<file path="src/sv/iprc_pkg.sv">
package iprc_pkg;

  localparam int unsigned Rules        = 512;
  localparam int unsigned PortsPerRule = 16;
  localparam int unsigned Services     = 1024;

  localparam int unsigned RuleW  = $clog2(Rules);
  localparam int unsigned SlotW  = $clog2(PortsPerRule);
  localparam int unsigned SvcW   = $clog2(Services);
  localparam int unsigned PortAW = RuleW + SlotW;
  localparam int unsigned CntW   = $clog2(PortsPerRule + 1);

  localparam logic [1:0] FuncByte    = 2'd0;
  localparam logic [1:0] FuncPort    = 2'd1;
  localparam logic [1:0] FuncRuleHdr = 2'd2;
  localparam logic [1:0] FuncService = 2'd3;

  localparam logic [2:0] VerdictPass    = 3'd0;
  localparam logic [2:0] VerdictNoRule  = 3'd1;
  localparam logic [2:0] VerdictNoSvc   = 3'd2;
  localparam logic [2:0] VerdictAuth    = 3'd3;
  localparam logic [2:0] VerdictForward = 3'd4;

  localparam logic [15:0] EtypeIpv4 = 16'h0800;
  localparam logic [7:0]  ProtoIcmp = 8'd1;
  localparam logic [7:0]  ProtoTcp  = 8'd6;
  localparam logic [7:0]  ProtoUdp  = 8'd17;
  localparam logic [6:0]  PosMax    = 7'd127;

  // controller -> datapath
  typedef struct packed {
    logic start;      // begin rule scan, clear frame parse state
    logic load_hdr;   // issue read of rule header at scan rule
    logic next_slot;  // advance port slot
    logic next_rule;  // advance to the next rule
    logic svc_read;   // read service table for matched rule
    logic emit;       // result register load
  } ctl_t;

  // datapath -> controller
  typedef struct packed {
    logic clearing;   // table clearing pass after reset
    logic unparsed;   // frame not classifiable
    logic rule_ok;    // current rule present with protocol hit
    logic slot_hit;   // current port slot matches
    logic slot_end;   // no more slots in this rule
    logic rule_last;  // scan is on the final rule
  } sts_t;

endpackage

</file>
<file path="src/sv/iprc_ctrl.sv">
module iprc_ctrl (
  input  logic           clk_i,
  input  logic           rst_ni,
  input  logic           frame_end_i,
  input  logic           out_free_i,
  input  iprc_pkg::sts_t sts_i,
  output iprc_pkg::ctl_t ctl_o,
  output logic           busy_o
);

  localparam logic [2:0] StIdle = 3'd0;
  localparam logic [2:0] StHdr  = 3'd1;
  localparam logic [2:0] StChk  = 3'd2;
  localparam logic [2:0] StSlot = 3'd3;
  localparam logic [2:0] StSvc  = 3'd4;
  localparam logic [2:0] StEmit = 3'd5;
  localparam logic [2:0] StCap  = 3'd6;

  logic [2:0] state_q, state_d;
  logic       hit_q, hit_d;

  always_comb begin
    state_d = state_q;
    hit_d   = hit_q;
    ctl_o   = '0;
    case (state_q)
      StIdle: begin
        if (frame_end_i) begin
          hit_d   = 1'b0;
          state_d = StCap;
        end
      end
      // final byte is in the parse state now
      StCap: begin
        ctl_o.start = 1'b1;
        state_d     = StHdr;
      end
      StHdr: begin
        if (sts_i.unparsed) begin
          state_d = StEmit;
        end else begin
          ctl_o.load_hdr = 1'b1;
          state_d        = StChk;
        end
      end
      StChk: begin
        if (sts_i.rule_ok) begin
          state_d = StSlot;
        end else if (sts_i.rule_last) begin
          state_d = StEmit;
        end else begin
          ctl_o.next_rule = 1'b1;
          state_d         = StHdr;
        end
      end
      StSlot: begin
        if (sts_i.slot_end) begin
          if (sts_i.rule_last) begin
            state_d = StEmit;
          end else begin
            ctl_o.next_rule = 1'b1;
            state_d         = StHdr;
          end
        end else if (sts_i.slot_hit) begin
          hit_d          = 1'b1;
          ctl_o.svc_read = 1'b1;
          state_d        = StSvc;
        end else begin
          ctl_o.next_slot = 1'b1;
        end
      end
      StSvc: state_d = StEmit;
      StEmit: begin
        if (out_free_i) begin
          ctl_o.emit = 1'b1;
          state_d    = StIdle;
        end
      end
      default: state_d = StIdle;
    endcase
  end

  assign busy_o = (state_q != StIdle) || sts_i.clearing;

  always_ff @(posedge clk_i or negedge rst_ni) begin
    if (!rst_ni) begin
      state_q <= StIdle;
      hit_q   <= 1'b0;
    end else begin
      state_q <= state_d;
      hit_q   <= hit_d;
    end
  end

  a_emit_from_emit_state: assert property (@(posedge clk_i) disable iff (!rst_ni)
    ctl_o.emit |-> state_q == StEmit)
    else $error("emit outside emit state");
  a_start_from_idle: assert property (@(posedge clk_i) disable iff (!rst_ni)
    ctl_o.start |=> state_q == StHdr)
    else $error("scan did not start");
  a_svc_after_hit: assert property (@(posedge clk_i) disable iff (!rst_ni)
    state_q == StSvc |-> hit_q)
    else $error("service read without port hit");

endmodule

</file>
<file path="config.mk">
export PLATFORM = sky130hd
export DESIGN_NAME = iprc_ctrl
export DESIGN_NICKNAME = d
export VERILOG_FILES = /design/src/sv/iprc_pkg.sv /design/src/sv/iprc_ctrl.sv
export SDC_FILE = /design/constraint.sdc
export NUM_CORES = 1
export LEC_CHECK = 0
export BUFFER_PORTS_ARGS = -buffer_cell sky130_fd_sc_hd__buf_2
export CAP_MARGIN = 30
export CORE_AREA = 2 2 39 41
export DETAILED_ROUTE_END_ITERATION = 6
export DIE_AREA = 0 0 41 43
export GPL_ROUTABILITY_DRIVEN = 0
export HOLD_SLACK_MARGIN = 0.1
export MAX_ROUTING_LAYER = met4
export PLACE_DENSITY = 0.53
export SLEW_MARGIN = 20
export SYNTH_ARGS = -nofsm -noshare
export SYNTH_HDL_FRONTEND = slang
export SYNTH_SLANG_ARGS = --single-unit
</file>
<file path="constraint.sdc">
create_clock -name clk_i -period 3.1 [get_ports clk_i]
set_input_delay 0.62 -clock clk_i [delete_from_list [all_inputs] [get_ports clk_i]]
set_output_delay 0.62 -clock clk_i [all_outputs]
set_load 0.05 [all_outputs]
</file>
### Word level (Yosys, flattened, before mapping)

Index checks and enable logic that the tools add are counted.

* register bits after elaboration: 3
* bits of input ports: 10
* logic and storage cells: 37

* equal/unequal tests: 9
* muxes and demuxes: 23
* reductions and logical operators: 4

Operators with widths (count)
* $mux 3: 7
* $pmux 3 s7: 1
* $mux 1: 14
* $eq 3x3->1 const B: 3
* $eq 3x2->1 const B: 2
* $ne 2x2->1 const B: 2
* $eq 3x1->1 const B: 1
* $logic_not 3->1: 1
* $ne 3x3->1 const B: 1
* $reduce_and 3->1: 1
* $reduce_bool 3->1: 1
* $pmux 1 s2: 1
* $logic_or 1x1->1: 1

### Depth between registers and ports, before layout

Gate-level depths: netlist of the first run.

* word-level depth: 3
* mapped depth: 5
* gate-level depth less buffers: 4

### Least setup slack after synthesis of the first run

Ideal clock, no wire load.

* path kind: input to output
* from: input sts_i[4] (netlist bit)
* to: output ctl_o[4] (netlist bit)
* arrival: 2.119 ns
* slack: 0.361 ns
* stages: 1
* cells stage by stage: nor4_1

* cells in the longest elaborated chain, start to end: 2

RTL lines
* from (decl): line iprc_ctrl.sv:6 `input iprc_pkg::sts_t sts_i,`
* $mux 1: line iprc_ctrl.sv:39 `if (sts_i.unparsed) begin`
* $mux 1: line iprc_ctrl.sv:26 `case (state_q)`
* to (decl): line iprc_ctrl.sv:7 `output iprc_pkg::ctl_t ctl_o,`

Every way passes these cells.

==> flow_summary.rst, run 1 <==
.. list-table::
   :header-rows: 1

   * - Metric
     - Value
   * - Cell family with the largest share of critical-path delay
     - flip-flops
   * - Global-route usage over all layers
     - 10.69%
   * - Worst-skew pair later-pin latency
     - 0.23 ns
   * - Fmax achieved
     - 451.0 MHz
   * - Number of clock sinks seen by CTS
     - 3
   * - Global-route wire length before repair
     - 1221 um
   * - Worst-path cell with the longest stage delay
     - sky130_fd_sc_hd__dfrtp_1
   * - Sequential-to-total area share from yosys stat
     - 22.99%
   * - CTS Root Buffer Type
     - sky130_fd_sc_hd__clkbuf_4
   * - Die span in x
     - 41 um
   * - Number of gates on the worst path with buffers counted
     - 4
   * - Type of the worst setup path
     - flip-flop to primary output
   * - Placement Rows
     - 14
   * - Pins over their slew limit
     - 0
   * - Largest net degree at the start of global routing
     - 12
   * - Antenna Nets Post-Route
     - 0
   * - Min Hold Slack
     - 0.1697 ns
   * - Leak
     - 0.2059 nW
   * - Via count of the first global-routing pass
     - 294
   * - Core area
     - 1384 um2
   * - Worst setup slack for register-to-register paths
     - 1.85 ns
   * - Fraction of final layout cells with drive strength greater than 1
     - 46.43%
   * - Share of async-settable or async-resettable flops after synthesis
     - 100.0%
   * - Number of fillers in the final layout
     - 164
   * - Max stage delay on crit path
     - 0.56 ns
   * - Starting DRT DRC Count
     - 7
   * - CP Data Arrival Time
     - 1.60 ns
   * - Data required time at the worst endpoint
     - 2.48 ns
   * - Kind of capture point of the worst setup path
     - primary output
   * - First-pass DRT Iterations
     - 4
   * - Number of buffers between clock root and the deepest sink
     - 2
   * - Worst clock skew
     - 0.004533 ns
   * - Critical-path maximum fanout
     - 11
   * - Count of final hold-check violations
     - 0
   * - Number of H-tree levels
     - 1
   * - Max transition margin
     - 75.02%
   * - Post-CTS Setup Bufs
     - 0
   * - Capturing element of the worst setup path
     - ctl_o[0]
   * - Number of buffers added by the clock tree synthesis step
     - 3
   * - Post-synth EDFFs
     - 0
   * - Main synth FF type
     - sky130_fd_sc_hd__dfrtp_1
   * - Via count normalized by instance count
     - 4.806
   * - Register bit count reported by yosys
     - 3
   * - Cts repair resizes
     - 0
   * - Hold/Removal Path Class
     - input pin to asynchronous set/reset pin
   * - Clock period minus worst slack
     - 2.217 ns
   * - Worst Setup SP
     - state_q[0]
   * - Antenna diode count
     - 0
   * - Total area of multi-input combinational cells
     - 210.2 um2
   * - End of the worst register-to-register path
     - state_q[2]
   * - Synthesized net count
     - 49
   * - Initial Utilization
     - 23.60%
   * - Largest registers
     - state_q x3
   * - I/O pin total
     - 17
   * - Placed wire-length estimate after detailed placement
     - 582 um
   * - Clock slew at reported path FFs
     - 0.04 ns
   * - Nets
     - 67
   * - Die height
     - 43 um
   * - Number of DRC violations after detailed routing
     - 0
   * - Combined flip-flop and latch cell area
     - 75.07 um2
   * - Beginning of the worst register-to-register path
     - state_q[1]
   * - TritonCTS clock tree
     - done
   * - Ratio of total power to cell area
     - 949.4 nW/um2
   * - Count of input and output buffers
     - 16
   * - Setup total negative slack
     - 0 ns
   * - Routed length per instance
     - 10.67 um
   * - Cell-by-cell listing of the critical path
     - inv_4 -> or3_4 -> nor2_1 -> buf_2
   * - Post-Syn Instances
     - 39
   * - Syn. warnings
     - 0
   * - Number of buffers and inverters on the critical path
     - 2
   * - Number of antenna violations at the first check in global routing
     - 0
   * - Post-synth cell types
     - 27
   * - Post-cts hold buffer count
     - 0
   * - Number of maximum-capacitance constraint violations
     - 0
   * - Area added between synthesis and finish
     - 31.42%
   * - Total detailed-routing wirelength
     - 768 um
   * - Largest register FFs
     - 3
   * - RSZ-0062 raised after global routing
     - false
   * - Worst r2r path cells
     - 4
   * - Overall via count from detail_route
     - 346
   * - Tcrit/Tclk final
     - 71.52%
   * - Mean cell area of the mapped netlist
     - 8.373 um2
   * - Residual overflow from global routing
     - 0
   * - Launching element type of the critical path
     - flip-flop
   * - Die ar.
     - 1763 um2
   * - Worst-Margin Slew
     - 0.3747 ns
   * - Outcome
     - finished, final reports clean
   * - Worst-case vdd ir drop
     - 0.2743 mV
   * - Number of failing setup endpoints in the final timing report
     - 0
   * - Synthesized cell area
     - 326.6 um2
   * - Top reg by flops
     - state_q
[worst min path at each step]
stage | startpoint | endpoint | slack, ns | cells past startpoint
floorplan | rst_ni | state_q[0] | 0.32 | 0
global placement | rst_ni | state_q[0] | 0.42 | 1
detailed placement | rst_ni | state_q[1] | 0.42 | 1
CTS | rst_ni | state_q[0] | 0.17 | 1
global route | rst_ni | state_q[2] | 0.17 | 1
finish | rst_ni | state_q[0] | 0.17 | 1
[metrics by stage]
step                      utilization [%]  area [um2]  power [W]  worst slack, ns  cells
after detailed placement            29.11       402.9  0.0003372            1.071     68
after global placement              29.11       402.9  0.0003395            1.079     68
after CTS                           31.01       429.2  0.0004109           0.8840     72
after floorplan                         -       326.6  0.0003114           0.3606     39
after global routing                31.01       429.2  0.0004401           0.8073     72
final                               31.01       429.2  0.0004074           0.8828     72
[report_power, final]
group	internal (W)	switching, W	leakage [nW]	total, W
logic	0.0000885	0.000139	0.155	0.000228
clock network	0.0000482	0.0000204	0.0150	0.0000686
registers	0.0000583	0.0000525	0.0361	0.000111
total	0.000195	0.000212	0.206	0.000407
[layout by cell type (no fill, tap or decap), types with 2 or more instances in the layout]
cell and n:
sky130_fd_sc_hd__clkbuf_4 3, sky130_fd_sc_hd__inv_1 3, sky130_fd_sc_hd__dfrtp_1 3, sky130_fd_sc_hd__nor2b_1 2, sky130_fd_sc_hd__buf_2 16, sky130_fd_sc_hd__o21ai_0 4
sky130_fd_sc_hd__a21oi_1 5
[logic make-up after synthesis]
group | synth area share (%)
buffers and inverters | 12.64
DFF | 22.99
and+or+nand+nor | 34.49
AOI/OAI and AO/OA | 29.89
[synth_stat cells, drive strengths merged (2+ instances only)]
master	instances	area, um2
buf	3	23.77
dfrtp	3	75.07
nor2b	2	12.51
o21ai	4	20.02
nor3	2	15.01
inv	4	17.52
a21oi	5	25.02
[layout make-up]
type	count	share of cell area, %
multi-input cells	29	48.98
flip-flops and latches	3	17.49
well taps	16	4.665
inverters	4	4.082
repair buffers	16	18.66
clock buffers	4	6.122
[layer usage]
metal	wire (um)	up-vias	global-route usage, %
met4	14	0	8.000
met3	69	2	3.141
met5	0	-	-
met1	366	147	14.10
li1	-	180	-
met2	319	17	13.13
Power figures use the tool's default switching activity.
==> inputs of run 2 (changes only) <==
clock period = 2.2 ns   (was 3.1 ns; I/O delays follow)
==> flow_summary.rst, run 2 (synthesis gave the netlist of run 1 again) <==
.. list-table::
   :header-rows: 1

   * - Metric
     - Value
   * - Die span in x
     - 41 um (unchanged)
   * - Number of DRC violations after detailed routing
     - 0 (unchanged)
   * - Nets
     - 68 (+1.5%)
   * - Total power
     - 0.0005882 W (+44%)
   * - Worst-skew pair later-pin latency
     - 0.22 ns (about the same)
   * - Residual overflow from global routing
     - 0 (unchanged)
   * - Placement Rows
     - 14 (unchanged)
   * - Number of clock sinks seen by CTS
     - 3 (unchanged)
   * - Launching element type of the critical path
     - flip-flop
   * - Placed wire-length estimate after detailed placement
     - 615 um (+5.7%)
   * - Via count of the first global-routing pass
     - 311 (+5.8%)
   * - Largest register FFs
     - 3 (unchanged)
   * - Antenna Nets Post-Route
     - 0 (unchanged)
   * - Die height
     - 43 um (unchanged)
   * - Most frequent standard cell in the layout excluding fill and tap cells
     - sky130_fd_sc_hd__buf_2
   * - Setup total negative slack
     - 0 ns (unchanged)
   * - Largest registers
     - state_q x3
   * - First-pass DRT Iterations
     - 2 (-2)
   * - Worst-case vdd ir drop
     - 0.3776 mV (+38%)
   * - Combined flip-flop and latch cell area
     - 75.07 um2 (unchanged)
   * - Ratio of total power to cell area
     - 1306 nW/um2 (+38%)
   * - Count of final hold-check violations
     - 0 (unchanged)
   * - Worst-Margin Slew
     - 0.3726 ns (-0.002069 ns)
   * - Largest net degree at the start of global routing
     - 12 (unchanged)
   * - Number of fillers in the final layout
     - 155 (-5.5%)
   * - Number of maximum-capacitance constraint violations
     - 0 (unchanged)
   * - Outcome
     - finished, final reports clean
   * - Leak
     - 0.2113 nW (+2.7%)
   * - Post-cts hold buffer count
     - 1 (+1)
   * - CTS Root Buffer Type
     - sky130_fd_sc_hd__clkbuf_4
   * - Initial Utilization
     - 23.60% (unchanged)
   * - Number of antenna violations at the first check in global routing
     - 0 (unchanged)
   * - Most frequent cells in the layout
     - 16 x sky130_fd_sc_hd__buf_2, 5 x sky130_fd_sc_hd__a21oi_1, 4 x sky130_fd_sc_hd__o21ai_0
   * - Data required time at the worst endpoint
     - 1.76 ns (-0.72 ns)
   * - Total area of multi-input combinational cells
     - 221.5 um2 (+5.4%)
   * - Top reg by flops
     - state_q
   * - RSZ-0062 raised after global routing
     - false
   * - Global-route wire length before repair
     - 1345 um (+10%)
   * - Core area
     - 1384 um2 (unchanged)
   * - Overall via count from detail_route
     - 342 (-1.2%)
   * - Via count normalized by instance count
     - 4.685 (-2.5%)
   * - Number of buffers added by the clock tree synthesis step
     - 3 (unchanged)
   * - Clock period minus worst slack
     - 2.027 ns
   * - Antenna diode count
     - 0 (unchanged)
   * - Worst setup slack for register-to-register paths
     - 0.88 ns (-0.97 ns)
   * - Hold/Removal Path Class
     - input pin to flip-flop
   * - CP Data Arrival Time
     - 1.59 ns (about the same)
   * - Fmax achieved
     - 493.3 MHz
   * - Starting DRT DRC Count
     - 2 (-5)
   * - Clock slew at reported path FFs
     - 0.04 ns (about the same)
   * - TritonCTS clock tree
     - done
   * - Worst r2r path cells
     - 4 (unchanged)
   * - I/O pin total
     - 17 (unchanged)
   * - Worst Setup SP
     - state_q[2]
   * - Total detailed-routing wirelength
     - 828 um (+7.8%)
   * - Global-route usage over all layers
     - 11.11% (+0.42 points)
   * - Pins over their slew limit
     - 0 (unchanged)
   * - Capturing element of the worst setup path
     - ctl_o[0]
   * - Worst clock skew
     - 0.0006282 ns (-0.003905 ns)
   * - Critical-path maximum fanout
     - 9 (-2)
   * - Die ar.
     - 1763 um2 (unchanged)
   * - Number of buffers between clock root and the deepest sink
     - 2 (unchanged)
   * - Routed length per instance
     - 11.34 um (+6.3%)
   * - Number of failing setup endpoints in the final timing report
     - 0 (unchanged)
   * - Cts repair resizes
     - 0 (unchanged)
   * - Number of H-tree levels
     - 1 (unchanged)
   * - Kind of capture point of the worst setup path
     - primary output
   * - Area added between synthesis and finish
     - 37.93%
   * - Type of the worst setup path
     - flip-flop to primary output
   * - Tcrit/Tclk final
     - 92.14%
   * - End of the worst register-to-register path
     - state_q[1]
   * - Beginning of the worst register-to-register path
     - state_q[1]
   * - Max transition margin
     - 74.89% (-0.13 points)
   * - Post-CTS Setup Bufs
     - 0 (unchanged)
   * - Count of input and output buffers
     - 16 (unchanged)
   * - Fraction of final layout cells with drive strength greater than 1
     - 49.12% (+2.7 points)
-- run 2: cell count changes in the layout (fill, tap and decap cells not counted), sizes merged --
cell	change
dlygate4sd3	+1
-- run 2: power by group --
part	internal [W]	switching, W
clock	0.0000678	0.0000257
combinational	0.000129	0.000206
sequential	0.0000821	0.0000780
total	0.000279	0.000309
-- run 2: critical path, cell delays in order, from the launching register on --
cell,delay [ns]
sky130_fd_sc_hd__dfrtp_1,0.50
sky130_fd_sc_hd__inv_1,0.16
sky130_fd_sc_hd__or3_4,0.36
sky130_fd_sc_hd__nor2_1,0.08
sky130_fd_sc_hd__buf_2,0.26
-- run 2: how the worst min path moves through the flow --
stage                     slack [ns]        from         end  cells past startpoint
after CTS                       0.45  out_free_i  state_q[2]                      2
final                           0.46  out_free_i  state_q[2]                      2
after floorplan                 0.14      rst_ni  state_q[0]                      0
after detailed placement        0.24      rst_ni  state_q[1]                      1
after global placement          0.24      rst_ni  state_q[0]                      1
after global routing            0.46  out_free_i  state_q[2]                      2
-- run 2: layout make-up --
type	count	share of cell area, %
clock buffers	4	5.833
inverters	4	3.889
multi-input cells	29	49.17
flip-flops and latches	3	16.67
well taps	16	4.444
repair buffers	17	20.00
-- run 2: routing by layer --
layer,wire [um],vias up,GRT usage [%]
met5,0,-,-
met2,407,13,17.81
met3,58,0,1.571
met4,0,0,2.000
li1,-,178,-
met1,362,151,14.47
-- run 2: stage by stage --
stage | setup slack [ns] | utilization [%] | cells | hold slack (ns) | cell area (um2)
after CTS | 0.1780 | 32.55 | 73 | 0.4540 | 450.4
after detailed placement | 0.4264 | 29.93 | 68 | 0.2374 | 414.1
after floorplan | 0.09108 | - | 39 | 0.1444 | 337.8
final | 0.1728 | 32.55 | 73 | 0.4563 | 450.4
after global placement | 0.4231 | 29.93 | 68 | 0.2364 | 414.1
after global routing | 0.07436 | 32.55 | 73 | 0.4613 | 450.4
==> inputs of run 3 (changes only) <==
BUFFER_PORTS_ARGS = not set   (was -buffer_cell sky130_fd_sc_hd__buf_2)
DONT_BUFFER_PORTS = 1   (was not set)
PLACE_DENSITY = 0.42   (was 0.53)
==> flow_summary.rst, run 3 (synthesis gave the netlist of run 1 again) <==
.. list-table::
   :header-rows: 1

   * - Metric
     - Value
   * - Outcome
     - finished, final reports clean
   * - Count of final hold-check violations
     - 0 (unchanged)
   * - Cell-by-cell listing of the critical path
     - or4_1
   * - Number of buffers and inverters on the critical path
     - 0 (-2)
   * - Number of buffers between clock root and the deepest sink
     - 2 (unchanged)
   * - Residual overflow from global routing
     - 0 (unchanged)
   * - Largest net degree at the start of global routing
     - 12 (unchanged)
   * - Type of the worst setup path
     - flip-flop to primary output
   * - Pins over their slew limit
     - 0 (unchanged)
   * - Number of buffers added by the clock tree synthesis step
     - 3 (unchanged)
   * - Final instance area
     - 407.9 um2 (-9.4%)
   * - Largest registers
     - state_q x3
   * - Worst clock skew
     - 0.002329 ns (+0.001701 ns)
   * - Antenna Nets Post-Route
     - 0 (unchanged)
   * - Worst-skew pair later-pin latency
     - 0.24 ns (+0.02 ns)
   * - Hold/Removal Path Class
     - input pin to flip-flop
   * - Fraction of final layout cells with drive strength greater than 1
     - 36.96% (-12 points)
   * - Routed length per instance
     - 13.44 um (+18%)
   * - Met2 GRT Util
     - 14.06% (-3.8 points)
   * - Die ar.
     - 1763 um2 (unchanged)
   * - Area added between synthesis and finish
     - 24.90%
   * - Number of cells on the worst hold path
     - 1 (-1)
   * - Hold EP
     - state_q[2]
   * - Starting DRT DRC Count
     - 8 (+6)
   * - Tcrit/Tclk final
     - 91.28% (-0.86 points)
   * - P_sw
     - 0.0003045 W (-1.6%)
   * - Placed insts
     - 57 (-16%)
   * - Max stage delay on crit path
     - 0.83 ns (+0.33 ns)
   * - Placed wire-length estimate after detailed placement
     - 608.5 um (-1.1%)
   * - Top reg by flops
     - state_q
   * - Post-CTS Setup Bufs
     - 0 (unchanged)
   * - Via count normalized by instance count
     - 5.000 (+6.7%)
   * - Largest register FFs
     - 3 (unchanged)
   * - Met1 routing resource usage after global routing
     - 16.83% (+2.4 points)
   * - I/O pin total
     - 17 (unchanged)
   * - Source of the worst hold timing path
     - out_free_i
   * - Global-route usage over all layers
     - 12.68% (+1.6 points)
   * - Placement Rows
     - 14 (unchanged)
   * - Count of input and output buffers
     - 0 (-16)
   * - Total area of multi-input combinational cells
     - 221.5 um2 (unchanged)
   * - Nets
     - 57 (-16%)
   * - Die height
     - 43 um (unchanged)
   * - Launching element type of the critical path
     - flip-flop
   * - Data required time at the worst endpoint
     - 1.76 ns (about the same)
   * - Worst Setup SP
     - state_q[1]
   * - Number of fillers in the final layout
     - 155 (unchanged)
   * - Worst-Margin Slew
     - 0.4890 ns (+0.1164 ns)
   * - Ratio of total power to cell area
     - 1429 nW/um2 (+9.4%)
   * - CTS Root Buffer Type
     - sky130_fd_sc_hd__clkbuf_4
   * - Clock slew at reported path FFs
     - 0.04 ns (about the same)
   * - Initial Utilization
     - 23.60% (unchanged)
   * - Part of the power in combinational logic
     - 55.6% (-1.3 points)
   * - Global-route wire length before repair
     - 1386 um (+3.0%)
   * - Met3 track demand over resource
     - 8.901% (+7.3 points)
   * - Via count of the first global-routing pass
     - 293 (-5.8%)
   * - RSZ-0062 raised after global routing
     - false
   * - Internal power summed over all cells
     - 0.0002783 W (-0.14%)
   * - Sw Share
     - 52.25% (-0.37 points)
   * - CP Data Arrival Time
     - 1.57 ns (-0.02 ns)
   * - Beginning of the worst register-to-register path
     - state_q[0]
   * - Placed Area
     - 371.6 um2 (-10%)
   * - Setup total negative slack
     - 0 ns (unchanged)
   * - Worst-path cell with the longest stage delay
     - sky130_fd_sc_hd__or4_1
   * - Leak
     - 0.1679 nW (-21%)
   * - Kind of capture point of the worst setup path
     - primary output
   * - Total detailed-routing wirelength
     - 833 um (+0.60%)
   * - Combined flip-flop and latch cell area
     - 75.07 um2 (unchanged)
   * - Number of clock sinks seen by CTS
     - 3 (unchanged)
   * - Final non-filler cell total
     - 62 (-15%)
   * - Antenna diode count
     - 0 (unchanged)
   * - Number of H-tree levels
     - 1 (unchanged)
   * - TritonCTS clock tree
     - done
   * - Worst-case vdd ir drop
     - 0.5151 mV (+36%)
   * - Cell family with the largest share of critical-path delay
     - simple AND/OR/NAND/NOR gates
   * - End of the worst register-to-register path
     - state_q[1]
   * - Worst r2r path cells
     - 4 (unchanged)
   * - Number of antenna violations at the first check in global routing
     - 0 (unchanged)
   * - Most frequent cells in the layout
     - 5 x sky130_fd_sc_hd__a21oi_1, 5 x sky130_fd_sc_hd__buf_4, 4 x sky130_fd_sc_hd__o21ai_0
   * - Worst setup slack for register-to-register paths
     - 0.74 ns (-0.14 ns)
   * - Clock power frac
     - 16.9% (+1.0 points)
   * - Number of DRC violations after detailed routing
     - 0 (unchanged)
   * - Number of failing setup endpoints in the final timing report
     - 0 (unchanged)
   * - Fmax achieved
     - 498.0 MHz (+0.94%)
   * - Number of maximum-capacitance constraint violations
     - 0 (unchanged)
   * - Critical-path maximum fanout
     - 11 (+2)
   * - Min Hold Slack
     - 0.3194 ns (-0.1369 ns)
   * - First-pass DRT Iterations
     - 3 (+1)
   * - Power share of the sequential group
     - 27.4% (+0.2 points)
   * - Overall via count from detail_route
     - 310 (-9.4%)
   * - Layer with the highest usage
     - met1
   * - Max transition margin
     - 67.51% (-7.4 points)
   * - Die span in x
     - 41 um (unchanged)
   * - Clock period minus worst slack
     - 2.008 ns (-0.01895 ns)
   * - Core area
     - 1384 um2 (unchanged)
run 3: changes by cell type in the layout (fill, tap and decap cells not counted):
cell                    delta
sky130_fd_sc_hd__buf_2    -16
sky130_fd_sc_hd__buf_4     +5
run 3: layer usage:
metal	share of wire, %	up-vias
met5	0	-
met4	0	0
met3	10	0
met2	45	14
met1	45	140
li1	-	156
run 3: final cells by class:
type,count,share of cell area [%]
timing repair buffer,6,11.66
clock buffer,4,6.442
inverter,4,4.294
multi-input combinational,29,54.29
tap,16,4.908
sequential,3,18.40
run 3: how the worst max path moves through the flow:
stage,slack [ns],cells past startpoint,end
global route,0.09,4,ctl_o[0]
finish,0.19,1,busy_o
CTS,0.19,1,busy_o
detailed placement,0.44,1,busy_o
floorplan,0.09,4,ctl_o[2]
global placement,0.45,1,busy_o
run 3: through the flow:
stage / power, W / setup slack (ns) / utilization, %
CTS: 0.0005919 / 0.1855 / 29.48
global route: 0.0006302 / 0.09437 / 29.48
global placement: 0.0004782 / 0.4509 / 26.85
floorplan: 0.0004482 / 0.09108 / -
detailed placement: 0.0004848 / 0.4445 / 26.85
finish: 0.0005828 / 0.1918 / 29.48
run 3: timing repair:
action	4_1_cts	5_1_grt
hold buffers	1	0
setup endpoints to repair	0	0
hold endpoints to repair	3	0
gates resized for setup	0	0
run 3: power by group through the flow:
stage / logic (W) / registers [W] / clock network, W
2_1_floorplan: 0.000357 / 0.0000914 / 0
5_1_grt: 0.000351 / 0.000168 / 0.000110
3_5_place_dp: 0.000324 / 0.000161 / 0
3_3_place_gp: 0.000323 / 0.000155 / 0
6_report: 0.000324 / 0.000160 / 0.0000988
4_1_cts: 0.000328 / 0.000161 / 0.000103
